[src/hw/rtl/der_pkg.sv]
// Shared types and constants for the elevator disk request scheduler.
// No dependencies.
`default_nettype none
package der_pkg;

  localparam int QUEUE_DEPTH_DEF = 16;
  localparam int BLOCK_SHIFT_DEF = 9;

  localparam int TAG_W   = 8;
  localparam int BLK_W   = 21;
  localparam int CNT_W   = 16;
  localparam int UNIT_W  = 3;
  localparam int ADDR_W  = 24;
  localparam int ERR_W   = 7;
  localparam int RETRY_W = 4;
  localparam int CHUNK_W = 9;
  localparam int KIND_W  = 2;
  localparam int CFG_IDX_W = 1;

  localparam logic [RETRY_W-1:0] RETRY_LIMIT_RST = 4'd3;
  localparam logic [CHUNK_W-1:0] MAX_CHUNK_RST   = 9'd256;
  localparam logic [CHUNK_W-1:0] CHUNK_CAP       = 9'd256;
  localparam logic [RETRY_W-1:0] RETRY_SAT       = 4'd15;

  localparam logic [CFG_IDX_W-1:0] CFG_RETRY_LIMIT = 1'b0;
  localparam logic [CFG_IDX_W-1:0] CFG_MAX_CHUNK   = 1'b1;

  typedef enum logic [KIND_W-1:0] {
    KIND_CMD   = 2'd0,
    KIND_DONE  = 2'd1,
    KIND_UNEXP = 2'd2,
    KIND_REJ   = 2'd3
  } kind_t;

  typedef struct packed {
    logic [TAG_W-1:0]  tag;
    logic [BLK_W-1:0]  blk;
    logic [CNT_W-1:0]  total;
    logic [CNT_W-1:0]  rem;
    logic              rd;
    logic [UNIT_W-1:0] unit;
    logic [ADDR_W-1:0] base;
  } ent_t;

  typedef enum logic [4:0] {
    OP_NONE,
    OP_LOAD,
    OP_ALLOC_FRESH,
    OP_POP_RD,
    OP_POP_TAKE,
    OP_WRITE_ENT,
    OP_WALK_RD,
    OP_WALK_STEP,
    OP_LINK_HEAD,
    OP_LINK_RD,
    OP_LINK_TAKE,
    OP_SPLICE_A,
    OP_SPLICE_B,
    OP_ENT_RD,
    OP_ISSUE,
    OP_CLR_BUSY,
    OP_C_RD,
    OP_CUPD,
    OP_REM_RD,
    OP_REM_LINK,
    OP_EMIT_DONE,
    OP_EMIT_REJ,
    OP_EMIT_UNEXP
  } dp_op_t;

  typedef struct packed {
    dp_op_t op;
  } dp_cmd_t;

  typedef struct packed {
    logic opc;
    logic busy;
    logic cur_head;
    logic full;
    logic fresh_ok;
    logic x_head;
    logic blk_lt;
    logic go_rem;
    logic slot_free;
  } dp_stat_t;

  typedef enum logic [4:0] {
    ST_IDLE,
    ST_DEC,
    ST_POP,
    ST_WRITE,
    ST_WALK,
    ST_WCMP,
    ST_LINK,
    ST_LBWD,
    ST_SPLICE,
    ST_SPLICE2,
    ST_ISSUE,
    ST_ISSUE2,
    ST_CUPD,
    ST_REM,
    ST_RLINK,
    ST_RDONE,
    ST_REJ,
    ST_UNEXP
  } st_t;

endpackage
`default_nettype wire

[src/hw/rtl/disk_elevator_request_scheduler.sv]
// Top level of the elevator (SCAN) disk request scheduler.
// Depends on der_pkg, der_ctrl, der_dp and der_ram.
//
// Requests live in a table linked in descending block order; one item is
// handled at a time. The sorted position of an insert is found by following
// forward links through a RAM with registered read data. A result waits in
// an output register and stalls the sequencer only when a further result is
// due. Configuration is accepted every cycle. No clearing pass is needed
// after reset.
`default_nettype none
module disk_elevator_request_scheduler #(
  parameter int QUEUE_DEPTH = der_pkg::QUEUE_DEPTH_DEF,
  parameter int BLOCK_SHIFT = der_pkg::BLOCK_SHIFT_DEF
) (
  input  wire logic                           clk,
  input  wire logic                           rst_n,
  input  wire logic                           in_valid,
  output logic                                in_ready,
  input  wire logic                           in_opcode,
  input  wire logic [der_pkg::TAG_W-1:0]      in_request_tag,
  input  wire logic [der_pkg::BLK_W-1:0]      in_start_block,
  input  wire logic [der_pkg::CNT_W-1:0]      in_block_count,
  input  wire logic                           in_is_read,
  input  wire logic [der_pkg::UNIT_W-1:0]     in_unit,
  input  wire logic [der_pkg::ADDR_W-1:0]     in_buffer_address,
  input  wire logic [der_pkg::ERR_W-1:0]      in_err_code,
  input  wire logic                           cfg_valid,
  output logic                                cfg_ready,
  input  wire logic [der_pkg::CFG_IDX_W-1:0]  cfg_index,
  input  wire logic [der_pkg::CHUNK_W-1:0]    cfg_data,
  output logic                                out_valid,
  input  wire logic                           out_ready,
  output logic [der_pkg::KIND_W-1:0]          out_kind,
  output logic [der_pkg::TAG_W-1:0]           out_out_tag,
  output logic [der_pkg::BLK_W-1:0]           out_cmd_block,
  output logic [der_pkg::CHUNK_W-1:0]         out_cmd_count,
  output logic                                out_cmd_read,
  output logic [der_pkg::UNIT_W-1:0]          out_cmd_unit,
  output logic [der_pkg::ADDR_W-1:0]          out_cmd_address,
  output logic                                out_failed,
  output logic                                out_last
);
  import der_pkg::*;

  dp_cmd_t  cmd;
  dp_stat_t stat;

  assign cfg_ready = 1'b1;

  der_ctrl u_ctrl (
    .clk, .rst_n, .in_valid, .in_ready, .stat, .cmd
  );

  der_dp #(.QUEUE_DEPTH(QUEUE_DEPTH), .BLOCK_SHIFT(BLOCK_SHIFT)) u_dp (
    .clk, .rst_n, .cmd, .stat,
    .in_opcode, .in_request_tag, .in_start_block, .in_block_count,
    .in_is_read, .in_unit, .in_buffer_address, .in_err_code,
    .cfg_valid, .cfg_index, .cfg_data,
    .out_valid, .out_ready, .out_kind, .out_out_tag, .out_cmd_block,
    .out_cmd_count, .out_cmd_read, .out_cmd_unit, .out_cmd_address,
    .out_failed, .out_last
  );
endmodule
`default_nettype wire

[src/hw/rtl/der_ram.sv]
// Generic single-write, single-read RAM with registered read data.
// No dependencies.
`default_nettype none
module der_ram #(
  parameter int WIDTH = 8,
  parameter int DEPTH = 16
) (
  input  wire logic                     clk,
  input  wire logic                     we,
  input  wire logic [$clog2(DEPTH)-1:0] waddr,
  input  wire logic [WIDTH-1:0]         wdata,
  input  wire logic                     re,
  input  wire logic [$clog2(DEPTH)-1:0] raddr,
  output logic      [WIDTH-1:0]         rdata
);
  logic [WIDTH-1:0] mem [DEPTH];
  logic [WIDTH-1:0] rdata_r;

  always_ff @(posedge clk) begin
    if (we) begin
      mem[waddr] <= wdata;
    end
    if (re) begin
      rdata_r <= mem[raddr];
    end
  end

  assign rdata = rdata_r;
endmodule
`default_nettype wire

[src/hw/rtl/der_ctrl.sv]
// Sequencer for the scheduler: walks insert, completion, issue and removal steps.
// Depends on der_pkg.
`default_nettype none
module der_ctrl (
  input  wire logic              clk,
  input  wire logic              rst_n,
  input  wire logic              in_valid,
  output logic                   in_ready,
  input  wire der_pkg::dp_stat_t stat,
  output der_pkg::dp_cmd_t       cmd
);
  import der_pkg::*;

  st_t state_r, state_nxt;

  always_ff @(posedge clk) begin
    if (!rst_n) begin
      state_r <= ST_IDLE;
    end else begin
      state_r <= state_nxt;
    end
  end

  always_comb begin
    state_nxt = state_r;
    cmd.op    = OP_NONE;
    in_ready  = 1'b0;
    case (state_r)
      ST_IDLE: begin
        in_ready = 1'b1;
        if (in_valid) begin
          cmd.op    = OP_LOAD;
          state_nxt = ST_DEC;
        end
      end
      ST_DEC: begin
        if (stat.opc) begin
          if (!stat.busy) begin
            state_nxt = ST_UNEXP;
          end else if (stat.cur_head) begin
            cmd.op    = OP_CLR_BUSY;
            state_nxt = ST_ISSUE;
          end else begin
            cmd.op    = OP_C_RD;
            state_nxt = ST_CUPD;
          end
        end else if (stat.full) begin
          state_nxt = ST_REJ;
        end else if (stat.fresh_ok) begin
          cmd.op    = OP_ALLOC_FRESH;
          state_nxt = ST_WRITE;
        end else begin
          cmd.op    = OP_POP_RD;
          state_nxt = ST_POP;
        end
      end
      ST_POP: begin
        cmd.op    = OP_POP_TAKE;
        state_nxt = ST_WRITE;
      end
      ST_WRITE: begin
        cmd.op    = OP_WRITE_ENT;
        state_nxt = ST_WALK;
      end
      ST_WALK: begin
        if (stat.x_head) begin
          state_nxt = ST_LINK;
        end else begin
          cmd.op    = OP_WALK_RD;
          state_nxt = ST_WCMP;
        end
      end
      ST_WCMP: begin
        if (stat.blk_lt) begin
          cmd.op    = OP_WALK_STEP;
          state_nxt = ST_WALK;
        end else begin
          state_nxt = ST_LINK;
        end
      end
      ST_LINK: begin
        if (stat.x_head) begin
          cmd.op    = OP_LINK_HEAD;
          state_nxt = ST_SPLICE;
        end else begin
          cmd.op    = OP_LINK_RD;
          state_nxt = ST_LBWD;
        end
      end
      ST_LBWD: begin
        cmd.op    = OP_LINK_TAKE;
        state_nxt = ST_SPLICE;
      end
      ST_SPLICE: begin
        cmd.op    = OP_SPLICE_A;
        state_nxt = ST_SPLICE2;
      end
      ST_SPLICE2: begin
        cmd.op    = OP_SPLICE_B;
        state_nxt = ST_ISSUE;
      end
      ST_ISSUE: begin
        if (stat.busy || stat.cur_head) begin
          state_nxt = ST_IDLE;
        end else begin
          cmd.op    = OP_ENT_RD;
          state_nxt = ST_ISSUE2;
        end
      end
      ST_ISSUE2: begin
        if (stat.slot_free) begin
          cmd.op    = OP_ISSUE;
          state_nxt = ST_IDLE;
        end
      end
      ST_CUPD: begin
        cmd.op    = OP_CUPD;
        state_nxt = stat.go_rem ? ST_REM : ST_ISSUE;
      end
      ST_REM: begin
        cmd.op    = OP_REM_RD;
        state_nxt = ST_RLINK;
      end
      ST_RLINK: begin
        cmd.op    = OP_REM_LINK;
        state_nxt = ST_RDONE;
      end
      ST_RDONE: begin
        if (stat.slot_free) begin
          cmd.op    = OP_EMIT_DONE;
          state_nxt = ST_ISSUE;
        end
      end
      ST_REJ: begin
        if (stat.slot_free) begin
          cmd.op    = OP_EMIT_REJ;
          state_nxt = ST_IDLE;
        end
      end
      ST_UNEXP: begin
        if (stat.slot_free) begin
          cmd.op    = OP_EMIT_UNEXP;
          state_nxt = ST_IDLE;
        end
      end
      default: begin
        state_nxt = ST_IDLE;
      end
    endcase
  end
endmodule
`default_nettype wire

[src/hw/rtl/der_dp.sv]
// Datapath: request table, link RAMs, free stack, sweep state and result register.
// Depends on der_pkg and der_ram.
`default_nettype none
module der_dp #(
  parameter int QUEUE_DEPTH = der_pkg::QUEUE_DEPTH_DEF,
  parameter int BLOCK_SHIFT = der_pkg::BLOCK_SHIFT_DEF
) (
  input  wire logic                           clk,
  input  wire logic                           rst_n,
  input  wire der_pkg::dp_cmd_t               cmd,
  output der_pkg::dp_stat_t                   stat,
  input  wire logic                           in_opcode,
  input  wire logic [der_pkg::TAG_W-1:0]      in_request_tag,
  input  wire logic [der_pkg::BLK_W-1:0]      in_start_block,
  input  wire logic [der_pkg::CNT_W-1:0]      in_block_count,
  input  wire logic                           in_is_read,
  input  wire logic [der_pkg::UNIT_W-1:0]     in_unit,
  input  wire logic [der_pkg::ADDR_W-1:0]     in_buffer_address,
  input  wire logic [der_pkg::ERR_W-1:0]      in_err_code,
  input  wire logic                           cfg_valid,
  input  wire logic [der_pkg::CFG_IDX_W-1:0]  cfg_index,
  input  wire logic [der_pkg::CHUNK_W-1:0]    cfg_data,
  output logic                                out_valid,
  input  wire logic                           out_ready,
  output logic [der_pkg::KIND_W-1:0]          out_kind,
  output logic [der_pkg::TAG_W-1:0]           out_out_tag,
  output logic [der_pkg::BLK_W-1:0]           out_cmd_block,
  output logic [der_pkg::CHUNK_W-1:0]         out_cmd_count,
  output logic                                out_cmd_read,
  output logic [der_pkg::UNIT_W-1:0]          out_cmd_unit,
  output logic [der_pkg::ADDR_W-1:0]          out_cmd_address,
  output logic                                out_failed,
  output logic                                out_last
);
  import der_pkg::*;

  localparam int IW = $clog2(QUEUE_DEPTH);
  localparam int LW = $clog2(QUEUE_DEPTH + 1);
  localparam int EW = $bits(ent_t);
  localparam logic [LW-1:0] HEAD = LW'(QUEUE_DEPTH);

  // latched input beat
  logic              opc_r;
  logic [TAG_W-1:0]  tag_r;
  logic [BLK_W-1:0]  blk_r;
  logic [CNT_W-1:0]  cnt_r;
  logic              rd_r;
  logic [UNIT_W-1:0] unit_r;
  logic [ADDR_W-1:0] base_r;
  logic [ERR_W-1:0]  err_r;

  logic [RETRY_W-1:0] retry_limit_r;
  logic [CHUNK_W-1:0] max_chunk_r;

  logic [LW-1:0] cur_r, head_f_r, head_b_r, x_r, p_r, fresh_r, sp_r;
  logic [IW-1:0] e_r;
  logic          dir_r, busy_r, fail_r;
  logic [RETRY_W-1:0] retry_r;

  logic              out_valid_r;
  logic [KIND_W-1:0] kind_r;
  logic [TAG_W-1:0]  otag_r;
  logic [BLK_W-1:0]  oblk_r;
  logic [CHUNK_W-1:0] ocnt_r;
  logic              ord_r;
  logic [UNIT_W-1:0] ounit_r;
  logic [ADDR_W-1:0] oaddr_r;
  logic              ofail_r;
  logic              olast_r;

  // RAM ports
  logic          ent_we, ent_re, fwd_we, fwd_re, bwd_we, bwd_re, stk_we, stk_re;
  logic [IW-1:0] ent_wa, ent_ra, fwd_wa, fwd_ra, bwd_wa, bwd_ra, stk_wa, stk_ra;
  ent_t          ent_wd;
  logic [EW-1:0] ent_rd_raw;
  ent_t          ent_rd;
  logic [LW-1:0] fwd_wd, fwd_rd, bwd_wd, bwd_rd;
  logic [IW-1:0] stk_wd, stk_rd;

  der_ram #(.WIDTH(EW), .DEPTH(QUEUE_DEPTH)) u_ent (
    .clk, .we(ent_we), .waddr(ent_wa), .wdata(ent_wd),
    .re(ent_re), .raddr(ent_ra), .rdata(ent_rd_raw)
  );
  der_ram #(.WIDTH(LW), .DEPTH(QUEUE_DEPTH)) u_fwd (
    .clk, .we(fwd_we), .waddr(fwd_wa), .wdata(fwd_wd),
    .re(fwd_re), .raddr(fwd_ra), .rdata(fwd_rd)
  );
  der_ram #(.WIDTH(LW), .DEPTH(QUEUE_DEPTH)) u_bwd (
    .clk, .we(bwd_we), .waddr(bwd_wa), .wdata(bwd_wd),
    .re(bwd_re), .raddr(bwd_ra), .rdata(bwd_rd)
  );
  der_ram #(.WIDTH(IW), .DEPTH(QUEUE_DEPTH)) u_stk (
    .clk, .we(stk_we), .waddr(stk_wa), .wdata(stk_wd),
    .re(stk_re), .raddr(stk_ra), .rdata(stk_rd)
  );

  assign ent_rd = ent_t'(ent_rd_raw);

  // chunk arithmetic
  logic [CHUNK_W-1:0] lim, chunk;
  logic [CNT_W-1:0]   done_cnt, rem_new;
  logic [RETRY_W-1:0] retry_inc;
  logic               go_rem;
  logic [LW-1:0]      rem_f, rem_b, step1, step2;
  logic               slot_free;
  logic               emit;

  always_comb begin
    if (max_chunk_r == '0) begin
      lim = CHUNK_W'(1);
    end else if (max_chunk_r > CHUNK_CAP) begin
      lim = CHUNK_CAP;
    end else begin
      lim = max_chunk_r;
    end
    chunk     = (ent_rd.rem > CNT_W'(lim)) ? lim : ent_rd.rem[CHUNK_W-1:0];
    done_cnt  = ent_rd.total - ent_rd.rem;
    rem_new   = ent_rd.rem - CNT_W'(chunk);
    retry_inc = (retry_r < RETRY_SAT) ? retry_r + RETRY_W'(1) : retry_r;
    go_rem    = (err_r == '0) ? (rem_new == '0) : (retry_inc >= retry_limit_r);
    rem_f     = fwd_rd;
    rem_b     = bwd_rd;
    step1     = dir_r ? rem_f : rem_b;
    step2     = dir_r ? rem_b : rem_f;
  end

  assign slot_free = !out_valid_r || out_ready;
  assign emit      = (cmd.op == OP_ISSUE) || (cmd.op == OP_EMIT_DONE) ||
                     (cmd.op == OP_EMIT_REJ) || (cmd.op == OP_EMIT_UNEXP);

  always_comb begin
    stat.opc       = opc_r;
    stat.busy      = busy_r;
    stat.cur_head  = (cur_r == HEAD);
    stat.fresh_ok  = (fresh_r != HEAD);
    stat.full      = (fresh_r == HEAD) && (sp_r == '0);
    stat.x_head    = (x_r == HEAD);
    stat.blk_lt    = blk_r < ent_rd.blk;
    stat.go_rem    = go_rem;
    stat.slot_free = slot_free;
  end

  // RAM control
  always_comb begin
    ent_we = 1'b0; ent_re = 1'b0; fwd_we = 1'b0; fwd_re = 1'b0;
    bwd_we = 1'b0; bwd_re = 1'b0; stk_we = 1'b0; stk_re = 1'b0;
    ent_wa = e_r; ent_ra = cur_r[IW-1:0];
    fwd_wa = e_r; fwd_ra = x_r[IW-1:0];
    bwd_wa = e_r; bwd_ra = x_r[IW-1:0];
    stk_wa = sp_r[IW-1:0]; stk_ra = IW'(sp_r - LW'(1));
    stk_wd = cur_r[IW-1:0];
    fwd_wd = x_r; bwd_wd = p_r;
    ent_wd.tag   = tag_r;
    ent_wd.blk   = blk_r;
    ent_wd.total = cnt_r;
    ent_wd.rem   = cnt_r;
    ent_wd.rd    = rd_r;
    ent_wd.unit  = unit_r;
    ent_wd.base  = base_r;
    case (cmd.op)
      OP_POP_RD:    stk_re = 1'b1;
      OP_WRITE_ENT: ent_we = 1'b1;
      OP_WALK_RD: begin
        ent_re = 1'b1;
        ent_ra = x_r[IW-1:0];
        fwd_re = 1'b1;
      end
      OP_LINK_RD:   bwd_re = 1'b1;
      OP_SPLICE_A: begin
        fwd_we = 1'b1;
        bwd_we = 1'b1;
      end
      OP_SPLICE_B: begin
        fwd_we = (p_r != HEAD);
        fwd_wa = p_r[IW-1:0];
        fwd_wd = LW'(e_r);
        bwd_we = (x_r != HEAD);
        bwd_wa = x_r[IW-1:0];
        bwd_wd = LW'(e_r);
      end
      OP_ENT_RD, OP_C_RD: ent_re = 1'b1;
      OP_CUPD: begin
        if (err_r == '0) begin
          ent_we     = 1'b1;
          ent_wa     = cur_r[IW-1:0];
          ent_wd     = ent_rd;
          ent_wd.rem = rem_new;
        end
      end
      OP_REM_RD: begin
        fwd_re = 1'b1;
        fwd_ra = cur_r[IW-1:0];
        bwd_re = 1'b1;
        bwd_ra = cur_r[IW-1:0];
      end
      OP_REM_LINK: begin
        fwd_we = (rem_b != HEAD);
        fwd_wa = rem_b[IW-1:0];
        fwd_wd = rem_f;
        bwd_we = (rem_f != HEAD);
        bwd_wa = rem_f[IW-1:0];
        bwd_wd = rem_b;
        stk_we = 1'b1;
      end
      default: begin
      end
    endcase
  end

  // control registers
  always_ff @(posedge clk) begin
    if (!rst_n) begin
      retry_limit_r <= RETRY_LIMIT_RST;
      max_chunk_r   <= MAX_CHUNK_RST;
      cur_r         <= HEAD;
      head_f_r      <= HEAD;
      head_b_r      <= HEAD;
      fresh_r       <= '0;
      sp_r          <= '0;
      dir_r         <= 1'b1;
      busy_r        <= 1'b0;
      retry_r       <= '0;
      out_valid_r   <= 1'b0;
    end else begin
      if (cfg_valid) begin
        case (cfg_index)
          CFG_RETRY_LIMIT: retry_limit_r <= cfg_data[RETRY_W-1:0];
          CFG_MAX_CHUNK:   max_chunk_r   <= cfg_data;
          default: begin
          end
        endcase
      end
      if (emit) begin
        out_valid_r <= 1'b1;
      end else if (out_ready) begin
        out_valid_r <= 1'b0;
      end
      case (cmd.op)
        OP_ALLOC_FRESH: fresh_r <= fresh_r + LW'(1);
        OP_POP_RD:      sp_r <= sp_r - LW'(1);
        OP_WRITE_ENT:   retry_r <= '0;
        OP_SPLICE_B: begin
          if (p_r == HEAD) begin
            head_f_r <= LW'(e_r);
          end
          if (x_r == HEAD) begin
            head_b_r <= LW'(e_r);
          end
          if (cur_r == HEAD) begin
            cur_r <= LW'(e_r);
          end
        end
        OP_CLR_BUSY, OP_C_RD: busy_r <= 1'b0;
        OP_CUPD: begin
          if (err_r != '0) begin
            retry_r <= retry_inc;
          end
        end
        OP_REM_LINK: begin
          if (rem_b == HEAD) begin
            head_f_r <= rem_f;
          end
          if (rem_f == HEAD) begin
            head_b_r <= rem_b;
          end
          sp_r <= sp_r + LW'(1);
          // end of list reverses the sweep
          if (step1 == HEAD) begin
            dir_r <= !dir_r;
            cur_r <= step2;
          end else begin
            cur_r <= step1;
          end
        end
        OP_ISSUE: busy_r <= 1'b1;
        default: begin
        end
      endcase
    end
  end

  // payload registers
  always_ff @(posedge clk) begin
    case (cmd.op)
      OP_LOAD: begin
        opc_r  <= in_opcode;
        tag_r  <= in_request_tag;
        blk_r  <= in_start_block;
        cnt_r  <= in_block_count;
        rd_r   <= in_is_read;
        unit_r <= in_unit;
        base_r <= in_buffer_address;
        err_r  <= in_err_code;
      end
      OP_ALLOC_FRESH: e_r <= fresh_r[IW-1:0];
      OP_POP_TAKE:    e_r <= stk_rd;
      OP_WRITE_ENT:   x_r <= head_f_r;
      OP_WALK_STEP:   x_r <= fwd_rd;
      OP_LINK_HEAD:   p_r <= head_b_r;
      OP_LINK_TAKE:   p_r <= bwd_rd;
      OP_CUPD:        fail_r <= (err_r != '0);
      OP_ISSUE: begin
        kind_r  <= KIND_CMD;
        otag_r  <= ent_rd.tag;
        oblk_r  <= ent_rd.blk + BLK_W'(done_cnt);
        ocnt_r  <= chunk;
        ord_r   <= ent_rd.rd;
        ounit_r <= ent_rd.unit;
        oaddr_r <= ent_rd.base + (ADDR_W'(done_cnt) << BLOCK_SHIFT);
        ofail_r <= 1'b0;
        olast_r <= 1'b1;
      end
      OP_EMIT_DONE, OP_EMIT_REJ, OP_EMIT_UNEXP: begin
        oblk_r  <= '0;
        ocnt_r  <= '0;
        ord_r   <= 1'b0;
        ounit_r <= '0;
        oaddr_r <= '0;
        if (cmd.op == OP_EMIT_DONE) begin
          kind_r  <= KIND_DONE;
          otag_r  <= ent_rd.tag;
          ofail_r <= fail_r;
          olast_r <= (cur_r == HEAD);  // a command follows unless the list emptied
        end else if (cmd.op == OP_EMIT_REJ) begin
          kind_r  <= KIND_REJ;
          otag_r  <= tag_r;
          ofail_r <= 1'b0;
          olast_r <= 1'b1;
        end else begin
          kind_r  <= KIND_UNEXP;
          otag_r  <= '0;
          ofail_r <= 1'b0;
          olast_r <= 1'b1;
        end
      end
      default: begin
      end
    endcase
  end

  assign out_valid       = out_valid_r;
  assign out_kind        = kind_r;
  assign out_out_tag     = otag_r;
  assign out_cmd_block   = oblk_r;
  assign out_cmd_count   = ocnt_r;
  assign out_cmd_read    = ord_r;
  assign out_cmd_unit    = ounit_r;
  assign out_cmd_address = oaddr_r;
  assign out_failed      = ofail_r;
  assign out_last        = olast_r;
endmodule
`default_nettype wire

[config.mk]
export PLATFORM = sky130hd
export DESIGN_NAME = disk_elevator_request_scheduler
export DESIGN_NICKNAME = d
export VERILOG_FILES = /design/src/hw/rtl/der_pkg.sv /design/src/hw/rtl/disk_elevator_request_scheduler.sv /design/src/hw/rtl/der_ram.sv /design/src/hw/rtl/der_ctrl.sv /design/src/hw/rtl/der_dp.sv
export SDC_FILE = /design/constraint.sdc
export NUM_CORES = 2
export LEC_CHECK = 0
export BUFFER_PORTS_ARGS = -buffer_cell sky130_fd_sc_hd__buf_2
export CAP_MARGIN = 20
export CORE_ASPECT_RATIO = 0.6
export CORE_MARGIN = 2
export CORE_UTILIZATION = 35
export CTS_BUF_LIST = sky130_fd_sc_hd__clkbuf_4 sky130_fd_sc_hd__clkbuf_8
export CTS_CLUSTER_SIZE = 14
export DETAILED_ROUTE_END_ITERATION = 6
export PLACE_DENSITY_LB_ADDON = 0.25
export SLEW_MARGIN = 20
export SYNTH_ARGS = -nofsm -noshare
export SYNTH_HDL_FRONTEND = slang
export SYNTH_SLANG_ARGS = --single-unit
[constraint.sdc]
create_clock -name clk -period 8.8 [get_ports clk]
set_input_delay 0.88 -clock clk [delete_from_list [all_inputs] [get_ports clk]]
set_output_delay 0.88 -clock clk [all_outputs]
set_load 0.005 [all_outputs]
# --- Word-level counts from Yosys, hierarchy flattened ---
# Memory sizes are Yosys's and may differ from the RTL's. A register that Yosys moved wholly into a read port is not among the register bits.
# Cells that the tools add are included.
classes:
  n_addsub: 8
  multipliers: 0
  n_div: 0
  magnitude_cmp: 5
  eq_ne: 60
  n_shift: 0
  n_mux: 97
  bitwise: 1
  reduce_logical: 37
op_table:
  columns: ["op", "n"]
  rows:
  - ["$mux W89", 2]
  - ["$mux W5", 21]
  - ["$pmux W5 S18", 1]
  - ["$eq A5 B4 Y1 const B", 16]
  - ["$eq A5 B5 Y1 const B", 16]
  - ["$pmux W5 S16", 1]
  - ["$pmux W5 S2", 8]
  - ["$pmux W24 S2", 1]
  - ["$pmux W21 S2", 1]
  - ["$eq A5 B3 Y1 const B", 8]
  - ["$mux W4", 10]
  - ["$pmux W4 S2", 4]
  - ["$mux W9", 3]
  - ["$mux W1", 25]
  - ["$ne A5 B5 Y1 const B", 5]
  - ["$add A24 B24 Y24", 1]
  - ["$add A21 B16 Y21", 1]
  - ["$lt A21 B21 Y1", 1]
  - ["$eq A5 B2 Y1 const B", 4]
  - ["$pmux W9 S2", 1]
  - ["$reduce_bool A2 Y1", 9]
  - ["$gt A16 B9 Y1", 1]
  - ["$logic_not A16 Y1", 1]
  - ["$mux W8", 2]
  - ["other kinds (30)", 65]
totals:
  reg_bits: 216
  latchBits: 0
  ramBits: 1648
  rom_bits: 0
  mem_count: 4
mem_list:
  columns: ["memory", "depth", "word_bits", "rd", "rd_clocked_by_memory_dff", "wr", "line", "source"]
  rows:
  - ["u_dp.u_ent.mem", 16, 89, 1, 1, 1, "der_ram.sv:16", "logic [WIDTH-1:0] mem [DEPTH];"]
  - ["u_dp.u_bwd.mem", 16, 5, 1, 1, 1, "der_ram.sv:16", null]
  - ["u_dp.u_fwd.mem", 16, 5, 1, 1, 1, "der_ram.sv:16", null]
  - ["u_dp.u_stk.mem", 16, 4, 1, 1, 1, "der_ram.sv:16", null]

# --- Depth between registers and ports, before layout ---
depth:
  ltp_word: 10
  ltp_mapped: 23
  ltp_nobuf: 23

# --- Modules after synthesis ---
# A second synthesis with hierarchy kept.
hier_totals:
  cells_unflattened: 4244
  area_unflattened_um2: 79299.8
by_module_without_submodules:
  columns: ["mod", "n_inst", "cells_each", "area_each_um2"]
  rows:
  - ["der_ram (u_dp.u_ent)", 1, 2282, 55912.4]
  - ["der_dp", 1, 1405, 13325.3]
  - ["der_ram (u_dp.u_bwd ...)", 2, 155, 3263.1]
  - ["der_ram (u_dp.u_stk)", 1, 130, 2706.3]
  - ["der_ctrl", 1, 115, 818.3]
  - ["disk_elevator_request_scheduler", 1, 2, 11.3]

# --- Least setup slack after synthesis ---
# Ideal clock, no wire load.
synth_path:
  kind: "reg-to-reg"
  start: "register u_ctrl.state_r[3]"
  end: "memory u_dp.u_ent.mem[8][0] in the netlist's numbering, enable pin"
  setup_ps: 538
  t_arrival_ps: 5624
  required_time_ps: 8262
  setup_slack_ps: 2638
  stages_incl_launch_ff: 11
  path_cell_list: "dfxtp_1 clkbuf_1 and2_0 clkbuf_1 nand2_1 inv_1 nand3_1 clkbuf_1 nor3_1 nor2_1 nor2_1"
synth_between:
  elab_chain_len: 6
  word_cells_on_any_way: 25
  classes_between: "eq/ne (19); mux (5); reduce/logical (1)"
synth_lines:
  columns: ["element", "line", "source"]
  rows:
  - ["from (decl)", "der_ctrl.sv:14", "st_t state_r, state_nxt;"]
  - ["from (signal assigned)", "der_ctrl.sv:20", "state_r <= state_nxt;"]
  - ["$eq A5 B5 Y1, or another cell as far along", "der_ctrl.sv:28", "case (state_r)"]
  - ["$pmux W5 S18 *", "der_ctrl.sv:28", null]
  - ["$eq A5 B5 Y1 / $eq A5 B3 Y1 (equally long branches)", "der_dp.sv:160", "case (cmd.op)"]
  - ["$pmux W1 S2", "der_dp.sv:160", null]
  - ["$mux W1", "der_ram.sv:20", "if (we) begin"]
  - ["$mux W1 (not written as such)", "der_ram.sv:21", "mem[waddr] <= wdata;"]
  - ["to (decl)", "der_ram.sv:16", null]
# Mark *: on every way between the ends. The rest lies on a longest branch, timed or not.

==> key figures <==
Layout
  – Most common cell after layout, fill and taps aside: edfxtp_1
  – Highest-count cells in the layout ignoring fill and taps: edfxtp_1, nand2_1, a211oi_1
  – Final-stage net count: 6183
  – Layout filler cell count: 21300
  – Area growth from synthesis to layout: 12.8%
  – Proportion of layout cells with a drive suffix above 1: 0.143

STA
  – Achievable frequency: 154 MHz
  – Setup Total Neg Slack: 0 ns
  – Worst Tran Pin Value: 1.16 ns
  – Worst slew margin relative to its limit: 0.227
  – PnR worst setup slack: 2.32 ns
  – Final Cycle Share: 0.736
  – Finish-stage setup viols: 0
  – Final-report max-slew violation count: 0
  – Post-layout min period: 6.48 ns
  – RSZ-0062 raised after global routing: false
  – Number of hold violations in the final report: 0
  – Final setup skew: 0.0486 ns

Setup path
  – Crit Path Class: flop to flop
  – Most frequent cell on the critical path: o21ai_0
  – CP max stage delay: 0.82 ns
  – Ordered cell list for the critical path: nor4_1 -> a21oi_1 -> nor2_1 -> ha_1 -> nor2b_1 -> o21a_1 -> o21ai_0 -> a21oi_1 -> a211oi_1 -> o21ai_0 -> a31oi_2 -> mux2_2 -> ha_1 -> nor2b_1 -> o2111ai_1 -> a31oi_1 -> o21ai_0 -> nor4b_1 -> nand3_1 -> nor3_1 -> xnor2_1 -> o21ai_0 -> buf_4
  – Arrival time at the worst endpoint: 7.24 ns
  – Crit end category: flop
  – Required time worst endpoint: 9.56 ns
  – Number of cells on the worst reg-to-reg path: 23
  – Type of element launching the critical path: flop
  – Worst reg2reg startpoint: u_dp.max_chunk_r[4]
  – Reg2reg end: u_dp.u_ent.mem[12][43]
  – Worst setup slack for register-to-register paths: 2.32 ns
  – Critical Path Slowest Stage Cell: nor4b_1
  – Critical-path maximum fanout: 16

Floorplan
  – Floorplan die width: 626 microns
  – Rows: 136
  – CORE AREA: 230000 sq um
  – Top-level port count: 169
  – Initial standard-cell utilization of the core: 0.354
  – Die outline area: 236000 sq um
  – Height of the chip: 377 microns

Clock tree
  – # Post-CTS Setup Buffers: 0
  – Clk root buf: clkbuf_8
  – Number of CTS-inserted buffers: 313
  – CTS-repair resized insts: 0
  – Total number of clock tree sinks: 1967
  – Clock insertion delay at the later pin of the skew report: 0.94 ns
  – Worst-case clock buffer depth: 4
  – Clk slew on worst S/H paths: 0.06 ns
  – CTS H-tree lvls: 5
  – Post-CTS Hold Buffers: 0
  – CTS tree: done

Global route
  – Tot GR Track Use: 0.190
  – Gr ovfl total: 0
  – Initial antenna violation count: 7
  – Via count of the first global-routing pass: 47600
  – First-pass GRT wire length: 333000 microns
  – Largest net degree at the start of global routing: 206

Drt
  – Post-detailed-route count of antenna-violating nets: 0
  – Initial DRT Pass Iterations: 5
  – Final wirelength: 230000 microns
  – DR DRC count: 0
  – Total via count after detailed routing: 49900
  – Initial detailed-routing violation count: 4679
  – Detail-routed net length per standard cell: 24.7 microns
  – Drt via density: 5.35

Synthesis
  – Cell Area, Synth: 81300 sq um
  – Post-synthesis cell type with the largest combined area: edfxtp_1
  – Unique cell type count in the Yosys netlist: 79
  – Top flip-flop cell by instance count after synthesis: edfxtp_1
  – Number of standard cells after synthesis: 5761
  – Post-synthesis area per instance: 14.1 sq um
  – Number of warnings issued by yosys: 0
  – Synth top area share: 0.708
  – Synth Register Bits: 1967
  – Top cells by area, synth: edfxtp_1, nand2_1, a211oi_1, and2_1, a311oi_1
  – Number of flops mapped to enable cells by yosys: 1917
  – Async SR Flop Fraction: 0
  – Synth Net Count: 5956
  – Proportion of synthesized chip area in sequential cells: 0.720

Min path
  – Hold path endpoint: u_dp.blk_r[4]
  – Number of cells on the worst hold path: 1
  – Launch instance of the worst min-delay path: in_start_block[4]
  – Class of the most critical hold timing path: primary input to flop

Pwr
  – VDD IR max: 0.251 mV
  – Leak: 0.0301 uW
  – P per Cell Area: 273 nW/um^2

Flow run
  – Max_cap viols: 0

Place
  – Half-perimeter wire length of the detailed placement result: 129000 microns
  – Placer congestion estimate: 0.836
  – Port-buffer cells: 167
  – Pre-CTS setup slack: 2.43 ns

Status
  – Outcome: finished, final reports clean
per-layer routing:
| metal | GRT usage | vias up | part of all wire |
|---|---|---|---|
| li1 | - | 22500 | - |
| met1 | 0.291 | 25300 | 0.48 |
| met3 | 0.0341 | 307 | 0.071 |
| met5 | 0 | - | 0 |
| met4 | 0.0440 | 0 | 0.018 |
| met2 | 0.279 | 1735 | 0.43 |
state kept, by name, summed over array words and instances, names as in the netlist, 7 cells and up:
name                  cells
u_dp.u_ent.mem         1424
u_dp.u_ent.rdata         89
u_dp.u_bwd.mem           80
u_dp.u_fwd.mem           80
u_dp.u_stk.mem           64
u_dp.base_r              24
u_dp.out_cmd_address     24
u_dp.blk_r               21
u_dp.out_cmd_block       21
u_dp.cnt_r               16
u_dp.max_chunk_r          9
u_dp.out_cmd_count        9
u_dp.out_out_tag          8
u_dp.tag_r                8
u_dp.err_r                7
cell families (layout without fill, tap and decap cells):
kind of cell	Yosys count	count (layout)	share of synthesized area
AOI/OAI and AO/OA	1324	1324	0.113
xor gates and xnor gates	57	57	0.00633
adders and majority gates	99	99	0.0156
buffers and inverters	441	893	0.0231
DFF	1967	1967	0.720
muxes	97	97	0.0216
other	1	4	0.0000461
and+or+nand+nor	1775	1775	0.100
layout make-up:
| cell class | count | area, sq um | area share |
|---|---|---|---|
| Clock buffer | 424 | 5230 | 0.0570 |
| Clock inverter | 116 | 697 | 0.00760 |
| Multi-Input combinational cell | 3353 | 21100 | 0.230 |
| Timing Repair Buffer | 286 | 1960 | 0.0213 |
| Sequential cell | 1967 | 58600 | 0.639 |
| Antenna cell | 3 | 7.51 | 0.0000819 |
| Inverter | 67 | 251 | 0.00274 |
| Tap cell | 3105 | 3880 | 0.0424 |
how the worst max path moves through the flow:
| stage | start | to | slack (ns) | depth (start not counted) |
|---|---|---|---|---|
| floorplan | u_ctrl.state_r[3] | u_dp.u_ent.mem[8][0] | 2.64 | 10 |
| global placement | u_dp.max_chunk_r[4] | u_ctrl.state_r[1] | 2.39 | 22 |
| detailed placement | u_dp.max_chunk_r[4] | u_ctrl.state_r[1] | 2.43 | 22 |
| CTS | u_dp.max_chunk_r[4] | u_ctrl.state_r[1] | 2.41 | 22 |
| global route | u_dp.max_chunk_r[4] | u_dp.u_ent.mem[7][43] | 1.89 | 23 |
| finish | u_dp.max_chunk_r[4] | u_dp.u_ent.mem[12][43] | 2.32 | 23 |
worst max-delay path, delay by kind of cell (launching register included):
family          cells  cell delay [ns]
buf+inv             1             0.26
flops               1             0.33
compound gates     11             2.53
xor+xnor            1             0.09
mux                 1             0.45
simple gates        7             2.18
fa+ha+maj           2             0.47
metrics by stage:
stage / power (uW) / area [sq um] / instances / hold WS [ns] / utilization
global placement: 17400 / 85700 / 8775 / 0.454 / 0.373
floorplan: 15400 / 81300 / 5761 / 0.436 / -
finish: 25000 / 91700 / 9321 / 0.109 / 0.399
global route: 26200 / 91700 / 9320 / 0.0376 / 0.399
CTS: 25200 / 91700 / 9316 / 0.00899 / 0.399
detailed placement: 17500 / 85700 / 8776 / 0.456 / 0.373
synthesized netlist by cell type (all sizes together) (16+ instances only):
library cell	instances
nand2b	22
nor2	167
nor2b	17
ha	95
a221o	16
clkbuf	253
nor4	16
edfxtp	1917
mux4	60
nand3	23
xor2	19
and2	424
dfxtp	50
a211oi	469
buf	121
a21oi	251
mux2	25
xnor2	37
a31oi	211
o21ai	89
inv	65
nand2	1010
a21o	18
nor3	35
o21a	20
a311oi	179
where the power goes:
group	leakage, uW	total [uW]	switching (uW)	internal (uW)
logic	0.00925	5480	3940	1540
registers	0.0177	11900	336	11500
clock network	0.00312	7650	3630	4020
Note: power is estimated with default switching activity, not from simulation.
